===== src/rtl/gtb_pkg.sv =====
package gtb_pkg;

	localparam int DIV_STAGES = 4;
	localparam int DIV_BITS_PER_STAGE = 3;

	typedef enum logic [1:0] {
		ST_DRAW    = 2'd0,
		ST_CLIPPED = 2'd1,
		ST_ERROR   = 2'd2
	} status_t;

	localparam logic [2:0] REG_TILES_PER_ROW      = 3'd0;
	localparam logic [2:0] REG_TILE_ROWS_PER_PAGE = 3'd1;
	localparam logic [2:0] REG_TILE_WIDTH         = 3'd2;
	localparam logic [2:0] REG_TILE_HEIGHT        = 3'd3;
	localparam logic [2:0] REG_ATLAS_WIDTH        = 3'd4;
	localparam logic [2:0] REG_ATLAS_HEIGHT       = 3'd5;
	localparam logic [2:0] REG_SURFACE_WIDTH      = 3'd6;
	localparam logic [2:0] REG_SURFACE_HEIGHT     = 3'd7;

	typedef struct packed {
		logic [6:0]  tiles_per_row;
		logic [6:0]  tile_rows_per_page;
		logic [6:0]  tile_width;
		logic [6:0]  tile_height;
		logic [12:0] atlas_width;
		logic [14:0] atlas_height;
		logic [12:0] surface_width;
		logic [12:0] surface_height;
	} cfg_t;

	typedef struct packed {
		logic [11:0]        glyph_number;
		logic [7:0]         cell_row;
		logic [7:0]         cell_column;
		logic signed [11:0] screen_origin_x;
		logic signed [11:0] screen_origin_y;
	} in_t;

	typedef struct packed {
		status_t     status;
		logic [11:0] source_x;
		logic [13:0] source_y;
		logic [11:0] target_x;
		logic [11:0] target_y;
		logic [6:0]  copy_width;
		logic [6:0]  copy_height;
	} out_t;

	typedef struct packed {
		in_t         req;
		logic [11:0] quo;
		logic [6:0]  rem;
	} div_t;

endpackage


===== src/rtl/glyph_tile_blit_window.sv =====
// Maps one glyph draw request per cycle to a clipped blit window while out_ready does
// not stall the pipeline. Requests pass through the pipelined glyph / tiles_per_row
// divider (three quotient bits per stage), then placement, atlas bounds check and edge
// clipping. The atlas row is taken from the quotient and the column from the remainder,
// so the page size never needs a divider of its own. Configuration registers are read
// live and must only change while no request is in flight.
module glyph_tile_blit_window import gtb_pkg::*; #(
	parameter int MAX_TILE_SIZE    = 64,
	parameter int MAX_SURFACE_SIZE = 4096
) (
	input  logic        clk,
	input  logic        arst_n,
	input  logic        cfg_we,
	input  logic [2:0]  cfg_index,
	input  logic [14:0] cfg_data,
	input  logic        in_valid,
	output logic        in_ready,
	input  in_t         in_data,
	output logic        out_valid,
	input  logic        out_ready,
	output out_t        out_data
);

	cfg_t cfg_q;
	logic mid_valid, mid_ready;
	div_t mid_data;

	always_ff @(posedge clk or negedge arst_n) begin
		if (!arst_n) begin
			cfg_q <= '{tiles_per_row: 7'd16, tile_rows_per_page: 7'd16, default: '0};
		end else if (cfg_we) begin
			case (cfg_index)
				REG_TILES_PER_ROW:      cfg_q.tiles_per_row      <= cfg_data[6:0];
				REG_TILE_ROWS_PER_PAGE: cfg_q.tile_rows_per_page <= cfg_data[6:0];
				REG_TILE_WIDTH:         cfg_q.tile_width         <= cfg_data[6:0];
				REG_TILE_HEIGHT:        cfg_q.tile_height        <= cfg_data[6:0];
				REG_ATLAS_WIDTH:        cfg_q.atlas_width        <= cfg_data[12:0];
				REG_ATLAS_HEIGHT:       cfg_q.atlas_height       <= cfg_data[14:0];
				REG_SURFACE_WIDTH:      cfg_q.surface_width      <= cfg_data[12:0];
				REG_SURFACE_HEIGHT:     cfg_q.surface_height     <= cfg_data[12:0];
				default: ;
			endcase
		end
	end

	gtb_div u_div (
		.clk       (clk),
		.arst_n    (arst_n),
		.divisor   (cfg_q.tiles_per_row),
		.in_valid  (in_valid),
		.in_ready  (in_ready),
		.in_data   (in_data),
		.out_valid (mid_valid),
		.out_ready (mid_ready),
		.out_data  (mid_data)
	);

	gtb_clip #(
		.MAX_TILE_SIZE    (MAX_TILE_SIZE),
		.MAX_SURFACE_SIZE (MAX_SURFACE_SIZE)
	) u_clip (
		.clk       (clk),
		.arst_n    (arst_n),
		.cfg       (cfg_q),
		.in_valid  (mid_valid),
		.in_ready  (mid_ready),
		.in_data   (mid_data),
		.out_valid (out_valid),
		.out_ready (out_ready),
		.out_data  (out_data)
	);

endmodule


===== src/rtl/gtb_div.sv =====
module gtb_div import gtb_pkg::*; (
	input  logic       clk,
	input  logic       arst_n,
	input  logic [6:0] divisor,
	input  logic       in_valid,
	output logic       in_ready,
	input  in_t        in_data,
	output logic       out_valid,
	input  logic       out_ready,
	output div_t       out_data
);

	logic v_s  [DIV_STAGES];
	div_t pipe_s [DIV_STAGES];
	logic en   [DIV_STAGES];
	div_t src  [DIV_STAGES];
	div_t nx   [DIV_STAGES];

	assign src[0] = '{req: in_data, quo: '0, rem: '0};

	for (genvar g = 0; g < DIV_STAGES; g++) begin : g_stage
		if (g > 0) begin : g_src
			assign src[g] = pipe_s[g-1];
		end
		if (g == DIV_STAGES - 1) begin : g_last
			assign en[g] = !v_s[g] || out_ready;
		end else begin : g_mid
			assign en[g] = !v_s[g] || en[g+1];
		end

		// restoring division, three quotient bits per stage
		always_comb begin
			div_t       t;
			logic [7:0] part;
			int         idx;
			t = src[g];
			for (int j = 0; j < DIV_BITS_PER_STAGE; j++) begin
				idx = 11 - DIV_BITS_PER_STAGE * g - j;
				part = {t.rem, t.req.glyph_number[idx]};
				if (part >= {1'b0, divisor}) begin
					part = part - {1'b0, divisor};
					t.quo[idx] = 1'b1;
				end
				t.rem = part[6:0];
			end
			nx[g] = t;
		end

		always_ff @(posedge clk or negedge arst_n) begin
			if (!arst_n) begin
				v_s[g] <= 1'b0;
			end else if (en[g]) begin
				v_s[g] <= (g == 0) ? in_valid : v_s[g-((g > 0) ? 1 : 0)];
			end
		end

		always_ff @(posedge clk) begin
			if (en[g]) begin
				pipe_s[g] <= nx[g];
			end
		end
	end

	assign in_ready  = en[0];
	assign out_valid = v_s[DIV_STAGES-1];
	assign out_data  = pipe_s[DIV_STAGES-1];

endmodule


===== src/rtl/gtb_clip.sv =====
module gtb_clip import gtb_pkg::*; #(
	parameter int MAX_TILE_SIZE    = 64,
	parameter int MAX_SURFACE_SIZE = 4096
) (
	input  logic clk,
	input  logic arst_n,
	input  cfg_t cfg,
	input  logic in_valid,
	output logic in_ready,
	input  div_t in_data,
	output logic out_valid,
	input  logic out_ready,
	output out_t out_data
);

	logic en1, en2, en3, en4;
	logic v_s1, v_s2, v_s3, v_s4;

	logic [13:0]        ax_s1;
	logic [18:0]        ay_s1;
	logic [14:0]        px_s1, py_s1;
	logic signed [11:0] ox_s1, oy_s1;

	logic signed [17:0] dx_s2, dy_s2;
	logic [13:0]        ax_s2;
	logic [18:0]        ay_s2;
	logic               err_s2;

	logic               err_s3, clip_s3;
	logic [19:0]        sx_s3, sy_s3;
	logic signed [17:0] dx0_s3, dy0_s3, cw0_s3, ch0_s3;

	out_t               out_s4;

	logic               layout_bad;
	logic signed [17:0] tw_x, th_x, sw_x, sh_x;

	assign tw_x = signed'({11'b0, cfg.tile_width});
	assign th_x = signed'({11'b0, cfg.tile_height});
	assign sw_x = signed'({5'b0, cfg.surface_width});
	assign sh_x = signed'({5'b0, cfg.surface_height});

	assign layout_bad = (cfg.surface_width == '0) || (cfg.surface_height == '0)
		|| (32'(cfg.surface_width) > MAX_SURFACE_SIZE)
		|| (32'(cfg.surface_height) > MAX_SURFACE_SIZE)
		|| (cfg.tiles_per_row == '0) || (cfg.tile_rows_per_page == '0)
		|| (cfg.tile_width == '0) || (cfg.tile_height == '0)
		|| (32'(cfg.tile_width) > MAX_TILE_SIZE)
		|| (32'(cfg.tile_height) > MAX_TILE_SIZE);

	assign en4 = !v_s4 || out_ready;
	assign en3 = !v_s3 || en4;
	assign en2 = !v_s2 || en3;
	assign en1 = !v_s1 || en2;
	assign in_ready = en1;

	always_ff @(posedge clk or negedge arst_n) begin
		if (!arst_n) begin
			v_s1 <= 1'b0;
			v_s2 <= 1'b0;
			v_s3 <= 1'b0;
			v_s4 <= 1'b0;
		end else begin
			if (en1) v_s1 <= in_valid;
			if (en2) v_s2 <= v_s1;
			if (en3) v_s3 <= v_s2;
			if (en4) v_s4 <= v_s3;
		end
	end

	// atlas and screen placement products
	always_ff @(posedge clk) begin
		if (en1) begin
			ax_s1 <= 14'(in_data.rem * cfg.tile_width);
			ay_s1 <= 19'(in_data.quo * cfg.tile_height);
			px_s1 <= 15'(in_data.req.cell_column * cfg.tile_width);
			py_s1 <= 15'(in_data.req.cell_row * cfg.tile_height);
			ox_s1 <= in_data.req.screen_origin_x;
			oy_s1 <= in_data.req.screen_origin_y;
		end
	end

	always_ff @(posedge clk) begin
		if (en2) begin
			dx_s2  <= 18'(ox_s1) + signed'({3'b0, px_s1});
			dy_s2  <= 18'(oy_s1) + signed'({3'b0, py_s1});
			ax_s2  <= ax_s1;
			ay_s2  <= ay_s1;
			err_s2 <= layout_bad
				|| ({1'b0, ax_s1} + {8'b0, cfg.tile_width} > {2'b0, cfg.atlas_width})
				|| ({1'b0, ay_s1} + {13'b0, cfg.tile_height} > {5'b0, cfg.atlas_height});
		end
	end

	// left and top edges
	always_ff @(posedge clk) begin
		if (en3) begin
			err_s3  <= err_s2;
			clip_s3 <= (dx_s2 >= sw_x) || (dy_s2 >= sh_x)
				|| (dx_s2 + tw_x <= 0) || (dy_s2 + th_x <= 0);
			if (dx_s2 < 0) begin
				sx_s3  <= 20'({6'b0, ax_s2} - 20'(dx_s2));
				cw0_s3 <= tw_x + dx_s2;
				dx0_s3 <= '0;
			end else begin
				sx_s3  <= {6'b0, ax_s2};
				cw0_s3 <= tw_x;
				dx0_s3 <= dx_s2;
			end
			if (dy_s2 < 0) begin
				sy_s3  <= 20'({1'b0, ay_s2} - 20'(dy_s2));
				ch0_s3 <= th_x + dy_s2;
				dy0_s3 <= '0;
			end else begin
				sy_s3  <= {1'b0, ay_s2};
				ch0_s3 <= th_x;
				dy0_s3 <= dy_s2;
			end
		end
	end

	// right and bottom edges, result word
	always_ff @(posedge clk) begin
		logic signed [17:0] cw, ch;
		out_t               res;
		if (en4) begin
			cw = (dx0_s3 + cw0_s3 > sw_x) ? sw_x - dx0_s3 : cw0_s3;
			ch = (dy0_s3 + ch0_s3 > sh_x) ? sh_x - dy0_s3 : ch0_s3;
			res = '0;
			if (err_s3) begin
				res.status = ST_ERROR;
			end else if (clip_s3 || cw <= 0 || ch <= 0) begin
				res.status = ST_CLIPPED;
			end else begin
				res.status      = ST_DRAW;
				res.source_x    = sx_s3[11:0];
				res.source_y    = sy_s3[13:0];
				res.target_x    = dx0_s3[11:0];
				res.target_y    = dy0_s3[11:0];
				res.copy_width  = cw[6:0];
				res.copy_height = ch[6:0];
			end
			out_s4 <= res;
		end
	end

	assign out_valid = v_s4;
	assign out_data  = out_s4;

endmodule


===== config.mk =====
export PLATFORM = sky130hd
export DESIGN_NAME = glyph_tile_blit_window
export DESIGN_NICKNAME = d
export VERILOG_FILES = /design/src/rtl/gtb_pkg.sv /design/src/rtl/glyph_tile_blit_window.sv /design/src/rtl/gtb_div.sv /design/src/rtl/gtb_clip.sv
export SDC_FILE = /design/constraint.sdc
export NUM_CORES = 2
export LEC_CHECK = 0
export ABC_AREA = 0
export ABC_CLOCK_PERIOD_IN_PS = 8390
export BUFFER_PORTS_ARGS = -buffer_cell sky130_fd_sc_hd__buf_2
export CAP_MARGIN = 20
export CORE_MARGIN = 3
export CORE_UTILIZATION = 44
export DETAILED_ROUTE_END_ITERATION = 6
export SYNTH_ARGS = -nofsm -noshare
export SYNTH_HDL_FRONTEND = slang
export SYNTH_HIERARCHICAL = 1
export SYNTH_SLANG_ARGS = --single-unit

===== constraint.sdc =====
create_clock -name clk -period 8.39 [get_ports clk]
set_clock_uncertainty 0.05 [all_clocks]
set_input_delay 0.4195 -clock clk [delete_from_list [all_inputs] [get_ports clk]]
set_output_delay 0.4195 -clock clk [all_outputs]
set_load 0.02 [all_outputs]

Yosys cells after proc, flatten, opt, wreduce, memory -nomap -nowiden
Memories as Yosys holds them, arrays and structs flattened.
Cells that the tools add are included.
- register bits: 402
- bits in latches: 0
- memory bits (writable): 284
- bits in read-only memories: 0
- input bits: 75
- output and inout port bits: 68
- word-level logic and storage cells: 197
- memories kept: 1
- memory list (memory ; depth ; bits a word ; rd ports ; clocked after Yosys merged registers in ; write ports ; line ; text):
    u_div.pipe_s ; 4 ; 71 ; 4 ; 0 ; 4 ; gtb_div.sv:14 ; div_t pipe_s [DIV_STAGES];
- add/sub/neg operators: 26
- multipliers: 4
- div/mod/pow operators: 0
- magnitude comparators: 28
- equal/unequal tests: 7
- shifts and indexed selects: 0
- multiplexer cells: 39
- bitwise gates (word level): 0
- reduce and logical (&&, ||, !) cells: 48
- operator list (cell ; count):
    2-to-1 mux 7 bit ; 14
    >= comparator 8 x 7 -> 1 bit ; 11
    subtractor 7 bit ; 11
    less-or-equal comparator 32 x 1 -> 1 bit (second input constant) ; 2
    adder 17 x 18 -> 18 bit ; 2
    adder 17 x 8 -> 18 bit ; 2
    adder 8 x 17 -> 18 bit ; 2
    > comparator 18 x 14 -> 1 bit ; 2
    less-or-equal comparator 18 x 1 -> 1 bit (second input constant) ; 2
    2-to-1 mux 18 bit ; 2
    subtractor 14 x 17 -> 18 bit ; 2
    adder 12 x 16 -> 17 bit ; 2
    >= comparator 17 x 14 -> 1 bit ; 2
    < comparator 17 x 1 -> 1 bit (second input constant) ; 2
    multiplier 8 x 7 -> 15 bit ; 2
    zero test 7 bit ; 4
    > comparator 13 bit (second input constant) ; 2
    zero test 13 bit ; 2
    logical OR 1 bit ; 24
    2-to-1 mux 1 bit ; 21
    adder 19 x 7 -> 20 bit ; 1
    > comparator 20 x 15 -> 1 bit ; 1
    multiplier 12 x 7 -> 19 bit ; 1
    AND reduction 2 bit ; 8
    other kinds (16) ; 28

Logic depth before layout (Yosys ltp)
- depth after elaboration: 12
- mapped depth: 27
- gate-level depth less buffers: 26

By module
Netlist, hierarchy kept.
- by module, submodules not included (module ; times used ; cells an instance ; area an instance (um^2) ; seq. area each (um^2)):
    gtb_clip ; 1 ; 2790 ; 28295.9 ; 9469.1
    gtb_div ; 1 ; 820 ; 12425.7 ; 8087.8
    glyph_tile_blit_window ; 1 ; 182 ; 3173.0 ; 2054.5

Least setup slack after synthesis
No wires, ideal clock.
- path type: reg-to-reg
- start: register u_clip.v_s4 (netlist: u_clip/out_valid)
- end: memory u_div/pipe_s[0][0] in the netlist's numbering, enable pin
- library setup time: 1.038 ns
- arrival time: 6.278 ns
- data required time: 7.302 ns
- path slack: 1.024 ns
- stages on the path, launching flop included: 5
- path buffers: 0
- clock period less this slack: 7.366 ns
- path through: dfrtp_1 nor2b_1 nand4_1 nor2b_1 nand4_1
- RTL lines (what ; line ; text):
    start: declaration ; gtb_clip.sv:17 ; logic v_s1, v_s2, v_s3, v_s4;
    start signal: assignment ; gtb_clip.sv:67 ; if (en4) v_s4 <= v_s3;
    end: declaration ; gtb_div.sv:14 ;

==> results.py <==
metrics = {
    "outcome": {
        "status": "finished clean",
    },
    "setup_path": {
        "cp_max_fo": 12,
        "path_class": "reg2reg",
        "cp-start-kind": "register",
        "reg2regPathDepth": 21,
        "end_kind": "register",
        "worst-endpoint-required_ps": 8710,
        "critPathArrivalTime_ps": 7540,
    },
    "finish": {
        "layout.nets": 4656,
        "drive_gt1_frac": 0.1370,
        "fill_cells": 8628,
        "area_growth_pct": 12.38,
        "fin_cells": 5332,
        "fin_util": 0.4989,
    },
    "floorplanning": {
        "start_util": 0.4439,
        "io_pins": 143,
        "rows": 114,
        "fp.dieW_um": 318.6,
        "die_h_um": 318.6,
        "dieArea_um2": 101500,
        "design.core.area_um2": 96850,
    },
    "global_route": {
        "grt_pass1_vias": 28070,
        "grt_pass1_wl_mm": 155.4,
        "gr-usage-all-layers": 0.1917,
        "grt_overflow": 0,
        "antenna_found_initial": 7,
        "grt_max_degree": 67,
    },
    "place": {
        "dp_hpwl_mm": 72.11,
        "dp_cells": 5135,
        "gp_congestion": 0.8896,
        "numPortBuffers": 142,
    },
    "yosys": {
        "yosysWarnings": 6,
        "avgSynthCellArea_um2": 11.43,
        "syn_area_um2": 42990,
        "syn_inst": 3762,
    },
    "sta": {
        "post-route-min-period_ps": 7221,
        "maxSlewViolCount": 0,
        "slew_headroom": 0.3329,
        "worst_pin_slew_ps": 1001,
        "clock.fmax_mhz": 138.5,
        "rsz0062_at_grt": "no",
        "finalSetupViolCount": 0,
        "fin_tns_setup_ps": 0,
        "timing.final.crit_share": 0.8607,
        "final_hold_viol_count": 0,
    },
    "clocking": {
        "cts_root_buffer": "clkbuf_16",
        "post_cts_buffers": 0,
        "cts_sinks": 638,
        "htreeDepth": 3,
        "clk_latency_ps": 640,
        "hold_buffers": 52,
        "clk_pin_slew_ps": 60,
        "numCtsBuffers": 76,
        "clk_path_buf_depth": 3,
        "ctsResizeCount": 0,
        "tritoncts": "done",
    },
    "route": {
        "drc": 0,
        "firstDrtPassIters": 5,
        "top_layer": "met5",
        "antenna_left": 0,
        "via_per_inst": 5.278,
        "vias": 28140,
        "first_iter_violations": 1946,
        "dr_wl_met2_mm": 43.44,
        "route.met3.wl_mm": 4.411,
        "wl_met1_mm": 46.35,
        "totalWireLength_mm": 96.49,
        "avgRoutedWirePerCell_um": 18.10,
    },
    "hold_path": {
        "hold_depth": 2,
        "hold_class": "in2reg",
    },
    "job": {
        "drv_cap": 0,
    },
}
critical path, cell delays in order, from the launching register on:
cell and delay (ps):
dfstp_2 540, inv_1 310, ha_1 420, a21o_1 190, a211oi_2 270, and2_1 400, mux2_2 400, ha_1 330
nor2b_1 170, o31a_1 270, o31ai_1 260, o211ai_1 420, o21ai_0 550, fa_1 310, nor2b_1 70, o31a_1 270
a2111oi_0 510, o21ba_2 230, or4b_1 420, nand2_1 130, inv_2 100, mux2_1 330
cell type report:
class                           instances  area, um2  area share
Multi-Input combinational cell       2624      22340      0.4623
Sequential cell                       638      18710      0.3873
Clock buffer                           95       2034     0.04211
Tap cell                             1276       1597     0.03304
Inverter                              420       1577     0.03263
Timing Repair Buffer                  229       1496     0.03097
Clock inverter                         45      553.0     0.01145
Antenna cell                            5      12.51   0.0002590
final timing paths:
check | slack (ps) | end | start
worst max-delay path | 1170 | u_div/pipe_s[3][2] | cfg_q[79]
worst min-delay path | 90 | cfg_q[22] | cfg_data[9]
worst max register to register | 1170 | u_div/pipe_s[3][2] | cfg_q[79]
worst min register to register | 370 | u_div/pipe_s[3][48] | u_div/pipe_s[2][48]
max in group asynchronous | 6870 | cfg_q[38] | arst_n
min in group asynchronous | 340 | cfg_q[68] | arst_n
layer usage:
| metal | GRT usage | vias up |
|---|---|---|
| met1 | 0.2726 | 13500 |
| met2 | 0.3046 | 554 |
| met5 | 0 | - |
| met4 | 0.05447 | 4 |
| met3 | 0.02974 | 126 |
| li1 | - | 13960 |
state kept, by name, summed over array words and instances (netlist names), 14 cells and up:
register and flops:
u_clip/ch0_s3 18, u_clip/py_s1 15, u_clip/dy_s2 17, u_clip/dy0_s3 17, u_clip/ay_s2 14, u_clip/dx0_s3 17
u_clip/ay_s1 19, u_clip/cw0_s3 18, u_clip/px_s1 15, u_clip/sy_s3 14, u_clip/out_data 66, cfg_q 82
u_clip/dx_s2 17, u_div/pipe_s 236, u_clip/ax_s1 14
through the flow:
stage                     hold slack [ps]  worst slack, ps  cell area [um2]
after floorplan                     73.91             1138            43000
after global placement              351.8             1422            45190
after detailed placement            354.5             1132            45190
after CTS                           27.08             1138            48300
after global routing                53.71            544.1            48300
final                               87.20             1169            48320
cell usage in the layout (no fill, tap or decap), types with 52 or more instances in the layout:
cell type / instances
nor3_2: 61
a21o_1: 75
buf_2: 141
mux2_2: 140
fa_1: 154
dfrtp_1: 88
nor3_1: 65
dlygate4sd3_1: 52
inv_1: 416
a21oi_1: 179
nor2_1: 190
ha_1: 438
and2_1: 113
xor2_1: 66
clkbuf_16: 77
edfxtp_1: 548
nor2b_1: 66
xnor2_1: 154
o21ai_0: 113
nand2_1: 235
Power is left out: the tool's default activity adds up to more than one toggle a clock period on the data nets, which glitch-free logic cannot reach.
